--- src/hdl/nrmc_pkg.sv ---
// nrmc_pkg: shared constants, types and helpers of the rmc sentence parser
// depends on nothing; used by every module in hdl
package nrmc_pkg;

  localparam int COORD_FRAC_DIGITS_DEF = 6;

  localparam logic [7:0] CH_DOLLAR = 8'h24;
  localparam logic [7:0] CH_STAR   = 8'h2A;
  localparam logic [7:0] CH_COMMA  = 8'h2C;
  localparam logic [7:0] CH_DOT    = 8'h2E;
  localparam logic [7:0] CH_LF     = 8'h0A;
  localparam logic [7:0] CH_CR     = 8'h0D;

  localparam int HDR_LEN = 6;
  localparam logic [7:0] HDR_TEXT [HDR_LEN] = '{8'h24, 8'h47, 8'h50, 8'h52, 8'h4D, 8'h43};

  localparam int ACC_W = 37;
  localparam int SUM_W = 41;
  localparam int WGT_W = 27;
  localparam int PRD_W = 31;

  localparam logic [WGT_W-1:0] POW10_TAB [8] = '{
    27'd1, 27'd10, 27'd100, 27'd1000, 27'd10000, 27'd100000, 27'd1000000, 27'd10000000
  };

  localparam logic [3:0] FLD_HDR    = 4'd0;
  localparam logic [3:0] FLD_TIME   = 4'd1;
  localparam logic [3:0] FLD_STATUS = 4'd2;
  localparam logic [3:0] FLD_LAT    = 4'd3;
  localparam logic [3:0] FLD_LATH   = 4'd4;
  localparam logic [3:0] FLD_LON    = 4'd5;
  localparam logic [3:0] FLD_LONH   = 4'd6;
  localparam logic [3:0] FLD_SPEED  = 4'd7;
  localparam logic [3:0] FLD_COURSE = 4'd8;
  localparam logic [3:0] FLD_DATE   = 4'd9;
  localparam logic [3:0] FLD_MODE   = 4'd12;
  localparam logic [3:0] FLD_LAST   = 4'd15;

  typedef enum logic [1:0] {
    PH_IDLE,
    PH_BODY,
    PH_SUM,
    PH_SKIP
  } phase_t;

  typedef enum logic [2:0] {
    ERR_OK       = 3'd0,
    ERR_NO_START = 3'd1,
    ERR_MISMATCH = 3'd2,
    ERR_NO_STAR  = 3'd3,
    ERR_NOT_RMC  = 3'd4
  } err_t;

  typedef struct packed {
    logic             clr;
    logic             feed;
    logic [2:0]       scale;
    logic [ACC_W-1:0] lim;
  } acc_ctl_t;

  typedef struct packed {
    logic clr;
    logic body_xor;
    logic star_enter;
    logic sum_star;
    logic sum_byte;
  } cks_ctl_t;

  function automatic logic [63:0] pow10(input int n);
    logic [63:0] v;
    v = 64'd1;
    for (int i = 0; i < n && i < 19; i++) begin
      v = v * 64'd10;
    end
    return v;
  endfunction

endpackage

--- src/hdl/nmea_rmc_sentence_parser_core.sv ---
// nmea_rmc_sentence_parser_core: top level of the rmc sentence parser
// uses nrmc_pkg, nrmc_num_acc and nrmc_cksum
//
// channel  dir  handshake             payload
// in       in   in_valid/in_ready     in_rx_byte
// out      out  out_valid/out_ready   out_error_code .. out_fix_mode
//
// one byte per cycle while in_ready is high; each non-cr byte updates the parser state in the cycle it is taken
// a line feed loads the result register, one record per non-empty line
// while a record waits, bytes other than line feed are still taken
// synchronous active-low reset returns the parser to waiting for a line start
module nmea_rmc_sentence_parser_core #(
  parameter int COORD_FRAC_DIGITS = nrmc_pkg::COORD_FRAC_DIGITS_DEF
) (
  input  logic        clk,
  input  logic        rst_n,
  input  logic        in_valid,
  output logic        in_ready,
  input  logic [7:0]  in_rx_byte,
  output logic        out_valid,
  input  logic        out_ready,
  output logic [2:0]  out_error_code,
  output logic [26:0] out_utc_time,
  output logic [7:0]  out_fix_status,
  output logic [33:0] out_latitude,
  output logic [7:0]  out_lat_hemisphere,
  output logic [36:0] out_longitude,
  output logic [7:0]  out_lon_hemisphere,
  output logic [23:0] out_ground_speed,
  output logic [16:0] out_course,
  output logic [26:0] out_fix_date,
  output logic [7:0]  out_fix_mode
);

  localparam logic [63:0] LAT_RAW = nrmc_pkg::pow10(4 + COORD_FRAC_DIGITS) - 64'd1;
  localparam logic [63:0] LON_RAW = nrmc_pkg::pow10(5 + COORD_FRAC_DIGITS) - 64'd1;
  localparam logic [36:0] LIM_LAT = (LAT_RAW > 64'h3FFFFFFFF) ? 37'h3FFFFFFFF : LAT_RAW[36:0];
  localparam logic [36:0] LIM_LON = (LON_RAW > 64'h1FFFFFFFFF) ? 37'h1FFFFFFFFF
                                                               : LON_RAW[36:0];
  localparam logic [2:0]  CRD_SCALE = 3'(COORD_FRAC_DIGITS);

  nrmc_pkg::phase_t phase_r, phase_nxt;
  logic [3:0]  fld_r, fld_nxt;
  logic [2:0]  hp_r, hp_nxt;
  logic        hm_r, hm_nxt, hm_cl;
  logic        star_r, star_nxt;
  logic        start_r, start_nxt;

  logic [26:0] cap_time_r, cap_time_nxt, cl_time;
  logic [7:0]  cap_stat_r, cap_stat_nxt;
  logic [33:0] cap_lat_r, cap_lat_nxt, cl_lat;
  logic [7:0]  cap_lath_r, cap_lath_nxt;
  logic [36:0] cap_lon_r, cap_lon_nxt, cl_lon;
  logic [7:0]  cap_lonh_r, cap_lonh_nxt;
  logic [23:0] cap_spd_r, cap_spd_nxt, cl_spd;
  logic [16:0] cap_crs_r, cap_crs_nxt, cl_crs;
  logic [26:0] cap_date_r, cap_date_nxt, cl_date;
  logic [7:0]  cap_mode_r, cap_mode_nxt;

  logic        out_valid_r;
  logic [2:0]  err_r;
  logic [26:0] o_time_r;
  logic [7:0]  o_stat_r;
  logic [33:0] o_lat_r;
  logic [7:0]  o_lath_r;
  logic [36:0] o_lon_r;
  logic [7:0]  o_lonh_r;
  logic [23:0] o_spd_r;
  logic [16:0] o_crs_r;
  logic [26:0] o_date_r;
  logic [7:0]  o_mode_r;

  logic        take, close, feed, emit, clr_line, numeric;
  logic [2:0]  err_nxt;
  logic        sum_ok;
  logic [36:0] acc_val;
  nrmc_pkg::acc_ctl_t acc_ctl;
  nrmc_pkg::cks_ctl_t cks_ctl;

  assign in_ready = !out_valid_r || out_ready || (in_rx_byte != nrmc_pkg::CH_LF);
  assign take     = in_valid && in_ready && (in_rx_byte != nrmc_pkg::CH_CR);

  nrmc_num_acc u_acc (
    .clk     (clk),
    .rst_n   (rst_n),
    .ctl     (acc_ctl),
    .rx_byte (in_rx_byte),
    .acc_val (acc_val)
  );

  nrmc_cksum u_cks (
    .clk     (clk),
    .rst_n   (rst_n),
    .ctl     (cks_ctl),
    .rx_byte (in_rx_byte),
    .sum_ok  (sum_ok)
  );

  // sequencing of one byte
  always_comb begin
    phase_nxt = phase_r;
    close     = 1'b0;
    feed      = 1'b0;
    emit      = 1'b0;
    start_nxt = start_r;
    star_nxt  = star_r;
    cks_ctl   = '0;
    if (take) begin
      case (phase_r)
        nrmc_pkg::PH_IDLE: begin
          if (in_rx_byte == nrmc_pkg::CH_DOLLAR) begin
            start_nxt = 1'b1;
            feed      = 1'b1;
            phase_nxt = nrmc_pkg::PH_BODY;
          end else if (in_rx_byte != nrmc_pkg::CH_LF) begin
            phase_nxt = nrmc_pkg::PH_SKIP;
          end
        end
        nrmc_pkg::PH_BODY: begin
          if (in_rx_byte == nrmc_pkg::CH_LF) begin
            close = 1'b1;
            emit  = 1'b1;
          end else if (in_rx_byte == nrmc_pkg::CH_STAR) begin
            close              = 1'b1;
            star_nxt           = 1'b1;
            cks_ctl.star_enter = 1'b1;
            phase_nxt          = nrmc_pkg::PH_SUM;
          end else begin
            cks_ctl.body_xor = 1'b1;
            if (in_rx_byte == nrmc_pkg::CH_COMMA) begin
              close = 1'b1;
            end else begin
              feed = 1'b1;
            end
          end
        end
        nrmc_pkg::PH_SUM: begin
          if (in_rx_byte == nrmc_pkg::CH_LF) begin
            emit = 1'b1;
          end else if (in_rx_byte == nrmc_pkg::CH_STAR) begin
            cks_ctl.sum_star = 1'b1;
          end else begin
            cks_ctl.sum_byte = 1'b1;
          end
        end
        default: begin
          if (in_rx_byte == nrmc_pkg::CH_LF) begin
            emit = 1'b1;
          end
        end
      endcase
    end
    clr_line = emit;
    if (clr_line) begin
      phase_nxt = nrmc_pkg::PH_IDLE;
      start_nxt = 1'b0;
      star_nxt  = 1'b0;
    end
    cks_ctl.clr = clr_line;
  end

  // per-field format
  always_comb begin
    numeric       = 1'b0;
    acc_ctl.scale = 3'd2;
    acc_ctl.lim   = 37'd99999999;
    case (fld_r)
      nrmc_pkg::FLD_TIME: begin
        numeric = 1'b1;
      end
      nrmc_pkg::FLD_LAT: begin
        numeric       = 1'b1;
        acc_ctl.scale = CRD_SCALE;
        acc_ctl.lim   = LIM_LAT;
      end
      nrmc_pkg::FLD_LON: begin
        numeric       = 1'b1;
        acc_ctl.scale = CRD_SCALE;
        acc_ctl.lim   = LIM_LON;
      end
      nrmc_pkg::FLD_SPEED: begin
        numeric     = 1'b1;
        acc_ctl.lim = 37'd9999999;
      end
      nrmc_pkg::FLD_COURSE: begin
        numeric     = 1'b1;
        acc_ctl.lim = 37'd99999;
      end
      nrmc_pkg::FLD_DATE: begin
        numeric       = 1'b1;
        acc_ctl.scale = 3'd0;
      end
      default: begin
        numeric = 1'b0;
      end
    endcase
    acc_ctl.clr  = close || clr_line;
    acc_ctl.feed = feed && numeric;
  end

  // field capture, header check and error
  always_comb begin
    cl_time = cap_time_r;
    cl_lat  = cap_lat_r;
    cl_lon  = cap_lon_r;
    cl_spd  = cap_spd_r;
    cl_crs  = cap_crs_r;
    cl_date = cap_date_r;
    if (close) begin
      case (fld_r)
        nrmc_pkg::FLD_TIME:   cl_time = acc_val[26:0];
        nrmc_pkg::FLD_LAT:    cl_lat  = acc_val[33:0];
        nrmc_pkg::FLD_LON:    cl_lon  = acc_val;
        nrmc_pkg::FLD_SPEED:  cl_spd  = acc_val[23:0];
        nrmc_pkg::FLD_COURSE: cl_crs  = acc_val[16:0];
        nrmc_pkg::FLD_DATE:   cl_date = acc_val[26:0];
        default: begin
          cl_time = cap_time_r;
        end
      endcase
    end
    hm_cl = hm_r && !(close && fld_r == nrmc_pkg::FLD_HDR && hp_r != 3'(nrmc_pkg::HDR_LEN));

    if (!start_r) begin
      err_nxt = nrmc_pkg::ERR_NO_START;
    end else if (!star_r) begin
      err_nxt = nrmc_pkg::ERR_NO_STAR;
    end else if (!sum_ok) begin
      err_nxt = nrmc_pkg::ERR_MISMATCH;
    end else if (!hm_cl) begin
      err_nxt = nrmc_pkg::ERR_NOT_RMC;
    end else begin
      err_nxt = nrmc_pkg::ERR_OK;
    end

    cap_stat_nxt = cap_stat_r;
    cap_lath_nxt = cap_lath_r;
    cap_lonh_nxt = cap_lonh_r;
    cap_mode_nxt = cap_mode_r;
    hm_nxt       = hm_cl;
    hp_nxt       = hp_r;
    fld_nxt      = fld_r;
    if (feed) begin
      if (hp_r == 3'd0) begin
        case (fld_r)
          nrmc_pkg::FLD_STATUS: cap_stat_nxt = in_rx_byte;
          nrmc_pkg::FLD_LATH:   cap_lath_nxt = in_rx_byte;
          nrmc_pkg::FLD_LONH:   cap_lonh_nxt = in_rx_byte;
          nrmc_pkg::FLD_MODE:   cap_mode_nxt = in_rx_byte;
          default: begin
            cap_stat_nxt = cap_stat_r;
          end
        endcase
      end
      if (fld_r == nrmc_pkg::FLD_HDR) begin
        if (hp_r >= 3'(nrmc_pkg::HDR_LEN)) begin
          hm_nxt = 1'b0;
        end else if (nrmc_pkg::HDR_TEXT[hp_r] != in_rx_byte) begin
          hm_nxt = 1'b0;
        end
      end
      if (hp_r != 3'd7) begin
        hp_nxt = hp_r + 3'd1;
      end
    end
    if (close) begin
      hp_nxt = 3'd0;
      if (fld_r != nrmc_pkg::FLD_LAST) begin
        fld_nxt = fld_r + 4'd1;
      end
    end

    cap_time_nxt = cl_time;
    cap_lat_nxt  = cl_lat;
    cap_lon_nxt  = cl_lon;
    cap_spd_nxt  = cl_spd;
    cap_crs_nxt  = cl_crs;
    cap_date_nxt = cl_date;
    if (clr_line) begin
      cap_time_nxt = '0;
      cap_stat_nxt = '0;
      cap_lat_nxt  = '0;
      cap_lath_nxt = '0;
      cap_lon_nxt  = '0;
      cap_lonh_nxt = '0;
      cap_spd_nxt  = '0;
      cap_crs_nxt  = '0;
      cap_date_nxt = '0;
      cap_mode_nxt = '0;
      hm_nxt       = 1'b1;
      hp_nxt       = 3'd0;
      fld_nxt      = nrmc_pkg::FLD_HDR;
    end
  end

  always_ff @(posedge clk) begin
    if (!rst_n) begin
      phase_r     <= nrmc_pkg::PH_IDLE;
      fld_r       <= nrmc_pkg::FLD_HDR;
      hp_r        <= 3'd0;
      hm_r        <= 1'b1;
      star_r      <= 1'b0;
      start_r     <= 1'b0;
      cap_time_r  <= '0;
      cap_stat_r  <= '0;
      cap_lat_r   <= '0;
      cap_lath_r  <= '0;
      cap_lon_r   <= '0;
      cap_lonh_r  <= '0;
      cap_spd_r   <= '0;
      cap_crs_r   <= '0;
      cap_date_r  <= '0;
      cap_mode_r  <= '0;
      out_valid_r <= 1'b0;
    end else begin
      phase_r     <= phase_nxt;
      fld_r       <= fld_nxt;
      hp_r        <= hp_nxt;
      hm_r        <= hm_nxt;
      star_r      <= star_nxt;
      start_r     <= start_nxt;
      cap_time_r  <= cap_time_nxt;
      cap_stat_r  <= cap_stat_nxt;
      cap_lat_r   <= cap_lat_nxt;
      cap_lath_r  <= cap_lath_nxt;
      cap_lon_r   <= cap_lon_nxt;
      cap_lonh_r  <= cap_lonh_nxt;
      cap_spd_r   <= cap_spd_nxt;
      cap_crs_r   <= cap_crs_nxt;
      cap_date_r  <= cap_date_nxt;
      cap_mode_r  <= cap_mode_nxt;
      if (emit) begin
        out_valid_r <= 1'b1;
      end else if (out_ready) begin
        out_valid_r <= 1'b0;
      end
    end
  end

  // result register
  always_ff @(posedge clk) begin
    if (emit) begin
      err_r <= err_nxt;
      if (err_nxt == nrmc_pkg::ERR_OK) begin
        o_time_r <= cl_time;
        o_stat_r <= cap_stat_r;
        o_lat_r  <= cl_lat;
        o_lath_r <= cap_lath_r;
        o_lon_r  <= cl_lon;
        o_lonh_r <= cap_lonh_r;
        o_spd_r  <= cl_spd;
        o_crs_r  <= cl_crs;
        o_date_r <= cl_date;
        o_mode_r <= cap_mode_r;
      end else begin
        o_time_r <= '0;
        o_stat_r <= '0;
        o_lat_r  <= '0;
        o_lath_r <= '0;
        o_lon_r  <= '0;
        o_lonh_r <= '0;
        o_spd_r  <= '0;
        o_crs_r  <= '0;
        o_date_r <= '0;
        o_mode_r <= '0;
      end
    end
  end

  assign out_valid          = out_valid_r;
  assign out_error_code     = err_r;
  assign out_utc_time       = o_time_r;
  assign out_fix_status     = o_stat_r;
  assign out_latitude       = o_lat_r;
  assign out_lat_hemisphere = o_lath_r;
  assign out_longitude      = o_lon_r;
  assign out_lon_hemisphere = o_lonh_r;
  assign out_ground_speed   = o_spd_r;
  assign out_course         = o_crs_r;
  assign out_fix_date       = o_date_r;
  assign out_fix_mode       = o_mode_r;

endmodule

--- src/hdl/nrmc_num_acc.sv ---
// nrmc_num_acc: fixed-point decimal accumulator for one numeric field
// value is kept at full scale so padding needs no extra work; uses nrmc_pkg
module nrmc_num_acc (
  input  logic                     clk,
  input  logic                     rst_n,
  input  nrmc_pkg::acc_ctl_t       ctl,
  input  logic [7:0]               rx_byte,
  output logic [nrmc_pkg::ACC_W-1:0] acc_val
);

  logic [nrmc_pkg::ACC_W-1:0] acc_r, acc_nxt;
  logic [2:0]                 fc_r, fc_nxt;
  logic                       frac_r, frac_nxt;
  logic                       stop_r, stop_nxt;

  logic                       is_dig;
  logic [3:0]                 dig;
  logic [2:0]                 widx;
  logic [nrmc_pkg::WGT_W-1:0] wgt;
  logic [nrmc_pkg::PRD_W-1:0] prod;
  logic [nrmc_pkg::SUM_W-1:0] base;
  logic [nrmc_pkg::SUM_W-1:0] sum;
  logic [nrmc_pkg::ACC_W-1:0] pushed;

  always_comb begin
    is_dig = (rx_byte >= 8'h30) && (rx_byte <= 8'h39);
    dig    = rx_byte[3:0];
    widx   = frac_r ? (ctl.scale - 3'd1 - fc_r) : ctl.scale;
    wgt    = nrmc_pkg::POW10_TAB[widx];
    prod   = nrmc_pkg::PRD_W'(dig) * nrmc_pkg::PRD_W'(wgt);
    base   = frac_r ? nrmc_pkg::SUM_W'(acc_r)
                    : ({1'b0, acc_r, 3'b000} + {3'b000, acc_r, 1'b0});
    sum    = base + nrmc_pkg::SUM_W'(prod);
    pushed = (sum > nrmc_pkg::SUM_W'(ctl.lim)) ? ctl.lim : sum[nrmc_pkg::ACC_W-1:0];

    acc_nxt  = acc_r;
    fc_nxt   = fc_r;
    frac_nxt = frac_r;
    stop_nxt = stop_r;
    if (ctl.clr) begin
      acc_nxt  = '0;
      fc_nxt   = '0;
      frac_nxt = 1'b0;
      stop_nxt = 1'b0;
    end else if (ctl.feed && !stop_r) begin
      if (is_dig) begin
        if (!frac_r) begin
          acc_nxt = pushed;
        end else if (fc_r < ctl.scale) begin
          acc_nxt = pushed;
          fc_nxt  = fc_r + 3'd1;
        end
      end else if (rx_byte == nrmc_pkg::CH_DOT && !frac_r && ctl.scale != 3'd0) begin
        frac_nxt = 1'b1;
      end else begin
        stop_nxt = 1'b1;
      end
    end
  end

  always_ff @(posedge clk) begin
    if (!rst_n) begin
      acc_r  <= '0;
      fc_r   <= '0;
      frac_r <= 1'b0;
      stop_r <= 1'b0;
    end else begin
      acc_r  <= acc_nxt;
      fc_r   <= fc_nxt;
      frac_r <= frac_nxt;
      stop_r <= stop_nxt;
    end
  end

  assign acc_val = acc_r;

endmodule

--- src/hdl/nrmc_cksum.sv ---
// nrmc_cksum: running xor and received hex checksum of one sentence
// uses nrmc_pkg for the control struct and characters
module nrmc_cksum (
  input  logic               clk,
  input  logic               rst_n,
  input  nrmc_pkg::cks_ctl_t ctl,
  input  logic [7:0]         rx_byte,
  output logic               sum_ok
);

  logic [7:0] run_r, run_nxt;
  logic [7:0] tail_r, tail_nxt;
  logic [7:0] rsum_r, rsum_nxt;
  logic       big_r, big_nxt;
  logic       live_r, live_nxt;
  logic       hex_ok;
  logic [3:0] hex_v;

  always_comb begin
    hex_ok = 1'b0;
    hex_v  = 4'd0;
    if (rx_byte >= 8'h30 && rx_byte <= 8'h39) begin
      hex_ok = 1'b1;
      hex_v  = rx_byte[3:0];
    end else if ((rx_byte >= 8'h41 && rx_byte <= 8'h46) ||
                 (rx_byte >= 8'h61 && rx_byte <= 8'h66)) begin
      hex_ok = 1'b1;
      hex_v  = rx_byte[3:0] + 4'd9;
    end

    run_nxt  = run_r;
    tail_nxt = tail_r;
    rsum_nxt = rsum_r;
    big_nxt  = big_r;
    live_nxt = live_r;
    if (ctl.clr) begin
      run_nxt  = '0;
      tail_nxt = '0;
      rsum_nxt = '0;
      big_nxt  = 1'b0;
      live_nxt = 1'b0;
    end else if (ctl.body_xor) begin
      run_nxt = run_r ^ rx_byte;
    end else if (ctl.star_enter || ctl.sum_star) begin
      if (ctl.sum_star) begin
        run_nxt = run_r ^ nrmc_pkg::CH_STAR ^ tail_r;
      end
      tail_nxt = '0;
      rsum_nxt = '0;
      big_nxt  = 1'b0;
      live_nxt = 1'b1;
    end else if (ctl.sum_byte) begin
      tail_nxt = tail_r ^ rx_byte;
      if (live_r) begin
        if (!hex_ok) begin
          live_nxt = 1'b0;
        end else begin
          if (rsum_r[7:4] != 4'd0) begin
            big_nxt = 1'b1;
          end
          rsum_nxt = {rsum_r[3:0], hex_v};
        end
      end
    end
  end

  always_ff @(posedge clk) begin
    if (!rst_n) begin
      run_r  <= '0;
      tail_r <= '0;
      rsum_r <= '0;
      big_r  <= 1'b0;
      live_r <= 1'b0;
    end else begin
      run_r  <= run_nxt;
      tail_r <= tail_nxt;
      rsum_r <= rsum_nxt;
      big_r  <= big_nxt;
      live_r <= live_nxt;
    end
  end

  assign sum_ok = !big_r && (rsum_r == run_r);

endmodule

--- config.mk ---
export PLATFORM = sky130hd
export DESIGN_NAME = nmea_rmc_sentence_parser_core
export DESIGN_NICKNAME = d
export VERILOG_FILES = /design/src/hdl/nrmc_pkg.sv /design/src/hdl/nmea_rmc_sentence_parser_core.sv /design/src/hdl/nrmc_num_acc.sv /design/src/hdl/nrmc_cksum.sv
export SDC_FILE = /design/constraint.sdc
export NUM_CORES = 1
export LEC_CHECK = 0
export ABC_AREA = 1
export BUFFER_PORTS_ARGS = -buffer_cell sky130_fd_sc_hd__buf_2
export CELL_PAD_IN_SITES_DETAIL_PLACEMENT = 0
export CELL_PAD_IN_SITES_GLOBAL_PLACEMENT = 2
export CORE_MARGIN = 2
export CORE_UTILIZATION = 36
export CTS_CLUSTER_SIZE = 25
export DETAILED_ROUTE_END_ITERATION = 10
export GPL_ROUTABILITY_DRIVEN = 0
export HOLD_SLACK_MARGIN = 0.15
export PLACE_DENSITY = 0.83
export RECOVER_POWER = 25
export REMOVE_ABC_BUFFERS = 1
export SLEW_MARGIN = 25
export SYNTH_ARGS = -nofsm -noshare
export SYNTH_HDL_FRONTEND = slang
export SYNTH_SLANG_ARGS = --single-unit
--- constraint.sdc ---
create_clock -name clk -period 27.9 [get_ports clk]
set_input_delay 6.975 -clock clk [delete_from_list [all_inputs] [get_ports clk]]
set_output_delay 6.975 -clock clk [all_outputs]
set_load 0.01 [all_outputs]
==> flow_summary.toml <==
[floorplan]
dieArea_um2 = 74500
chipHeight_um = 273
fp-row-count = 98
boundaryPins = 215
fp.dieW_um = 273
fp.coreArea_um2 = 71600
start_util = 0.364

[place]
post-place-ws_ns = 12.25
dpl.hpwl_um = 54000
port_buffers = 214

[synthesis]
synthXorXnorAreaFrac = 0.0161
synth_fa_ha_area_frac = 0.103
synthFlopType = "dfxtp_1"
avgSynthCellArea_um2 = 7.94
synth_compound_area_frac = 0.113
ys_seq_area_frac = 0.446
synth.distinct_cells = 58
synth-edff-count = 201
synth_area_um2 = 26000
ys_ff_latch = 480
synth_simple_gate_area_frac = 0.208
synth_top_family_by_area = "simple AND/OR/NAND/NOR gates"
synth_mux_area_frac = 0.0151
synth_cells = 3280
synthArstFlopShare = 0
yosysWarnings = 0

[routing]
drtIter0Drc = 1439
routed_wl_um = 74000
vias_per_cell = 4.74
final_antenna_net_count = 0
num_vias = 21100
post-route-drc-count = 0
first_pass_iters = 5
post_drt_wl_per_cell_um = 16.6

[global_routing]
grt.total_usage = 0.199
grt_pass1_wl_um = 117000
overflow = 0
grt_pass1_vias = 20488
antenna_found_initial = 1
grt_max_degree = 148

[setup_path]
worstSetupEndpointType = "flop"
critPathSlowestCell = "clkbuf_1"
slowest_delay_ns = 5.89
cp-start-kind = "input port"
crit_type = "in2reg"
crit_fanout = 147
cp_data_arrival_time_ns = 18.13
worst_r2r_path_depth = 47
crit_required_ns = 28.37
crit_chain = "clkbuf_1 -> inv_1 -> and3_1 -> nand3_1 -> nor2_1 -> nand3_1 -> nand2_1 -> nor3_1 -> clkbuf_1 -> inv_1 -> nand2_4 -> buf_4 -> buf_4 -> nor2_1"

[clock_tree]
clockRootBuffer = "clkbuf_16"
clock-sinks = 480
numCtsBuffers = 54
cts-hold-fix-buffers = 0
clk_latency_ns = 0.62
cts_max_path_buffers = 3
postCtsSetupBuffers = 0
htreeDepth = 2
cts_resized = 0
clk_pin_slew_worst_paths_ns = 0.06
cts_tree = "done"

[timing]
report.final.slew_viol_count = 148
worst_clock_skew_ns = 0.0349
worst_slack_ns = 10.23
fmax_mhz = 56.6
setup_viol = 0
hold_viol = 0
maxSlewHeadroom = -4.70
fin_setup_tns_ns = 0
period_share = 0.633
finalCriticalPeriod_ns = 17.67
worstMarginPinSlew_ns = 8.55
rsz0062_at_grt = "no"

[finish]
nFillCells = 7596
multi_input_area_um2 = 11900
nNetsFinal = 3645
regArea_um2 = 11600
drive_gt1_frac = 0.0589
area_growth_pct = 13.4
num_antenna_cells = 0

[pwr]
leakagePower_uw = 0.0121
power.density_nw_per_um2 = 50.1
total_power_uw = 1480
max-vdd-ir-drop_v = 0.0000541

[min_path]
hold_depth = 2
hold_class = "reg2reg"

[status]
violations = "capacitance limit, slew limit"
status = "complete, but fails checks"

[job]
drv_cap = 1
-- kinds of logic after synthesis --
family                     after synthesis
buffers and inverters                  667
and+or+nand+nor                       1332
adders and majority gates              179
xor gates and xnor gates                48
AOI/OAI and AO/OA                      539
DFF                                    480
muxes                                   35
-- worst paths after layout --
check                              startpoint                 to  slack (ns)
worst max register to register       fld_r[1]  u_acc.acc_val[22]       17.39
worst min-delay path              u_cks.big_r        u_cks.big_r        0.45
worst min register to register    u_cks.big_r        u_cks.big_r        0.45
worst max-delay path            in_rx_byte[2]      cap_lat_r[29]       10.23
-- where the power goes --
part / internal, uW / switching [uW] / total, uW
Combinational: 12.8 / 31.7 / 44.6
Clock: 404 / 302 / 706
Sequential: 727 / 1.48 / 729
-- critical path: cells and delay by family --
family	cells	cell delay, ns
buffers and inverters	6	9.12
AND/OR/NAND/NOR	8	1.85
-- flip-flops by register name (all words and copies together) (netlist names), 17 cells and up --
name	cells
out_utc_time	27
cap_time_r	27
cap_lon_r	37
cap_crs_r	17
out_fix_date	27
out_longitude	37
cap_spd_r	24
out_course	17
out_latitude	34
cap_date_r	27
cap_lat_r	34
out_ground_speed	24
u_acc.acc_val	37
-- through the flow --
step           hold slack, ns  cells  area (um2)   util
4_1_cts                 0.455   4449       29800  0.416
2_1_floorplan           0.422   3163       25600      -
3_3_place_gp            0.440   4347       28000  0.391
5_1_grt                 0.475   4450       29500  0.413
3_5_place_dp            0.446   4347       28000  0.391
6_report                0.453   4450       29500  0.413
-- metal layers --
layer  track usage  part of all wire
met1         0.276              0.47
met5             0                 0
met4        0.0551             0.027
met3        0.0229             0.037
met2         0.327              0.46
-- placed cells by master, fill, tap and decap left out, types with 18 or more instances in the layout --
master,instances
mux2_2,35
o21a_1,28
fa_1,60
xor2_1,32
nand2_1,434
nor2_1,680
clkbuf_16,55
dfxtp_1,278
nand3_1,114
o21ai_0,140
buf_4,18
edfxtp_1,201
a21oi_1,302
inv_1,537
ha_1,119
nor3_1,18
clkbuf_1,212
-- synthesized netlist by cell type, drive strengths merged (2+ instances only) --
library cell  count  share of area
a2111oi           2        0.00067
a211oi            4         0.0012
a21boi            5         0.0014
a21o              5         0.0014
a21oi           303          0.058
a221oi            3         0.0010
a22oi             2        0.00058
a31oi            10         0.0024
and3              5         0.0012
buf              27         0.0057
clkbuf           90          0.013
clkinv            2        0.00034
dfxtp           279           0.21
edfxtp          201           0.23
fa               60          0.046
ha              119          0.057
inv             548          0.079
mux2             35          0.015
nand2           443          0.065
nand3           121          0.024
nand3b            8         0.0023
nand4            18         0.0046
nor2            692           0.10
nor3             20         0.0043
nor4              9         0.0022
o211ai            6         0.0017
o21a             28         0.0081
o21ai           148          0.029
o21bai           11         0.0032
o221ai            3         0.0010
o22ai             2        0.00048
o31ai             2        0.00058
or2              14         0.0034
xnor2            16         0.0054
xor2             32          0.011
-- layout make-up --
class | instances | area share
clock buffers | 64 | 0.0484
clock inverters | 38 | 0.0112
inverters | 550 | 0.0699
multi-input cells | 2133 | 0.403
flip-flops and latches | 480 | 0.393
well taps | 950 | 0.0402
repair buffers | 235 | 0.0334
(Power assumes the default switching activity.)
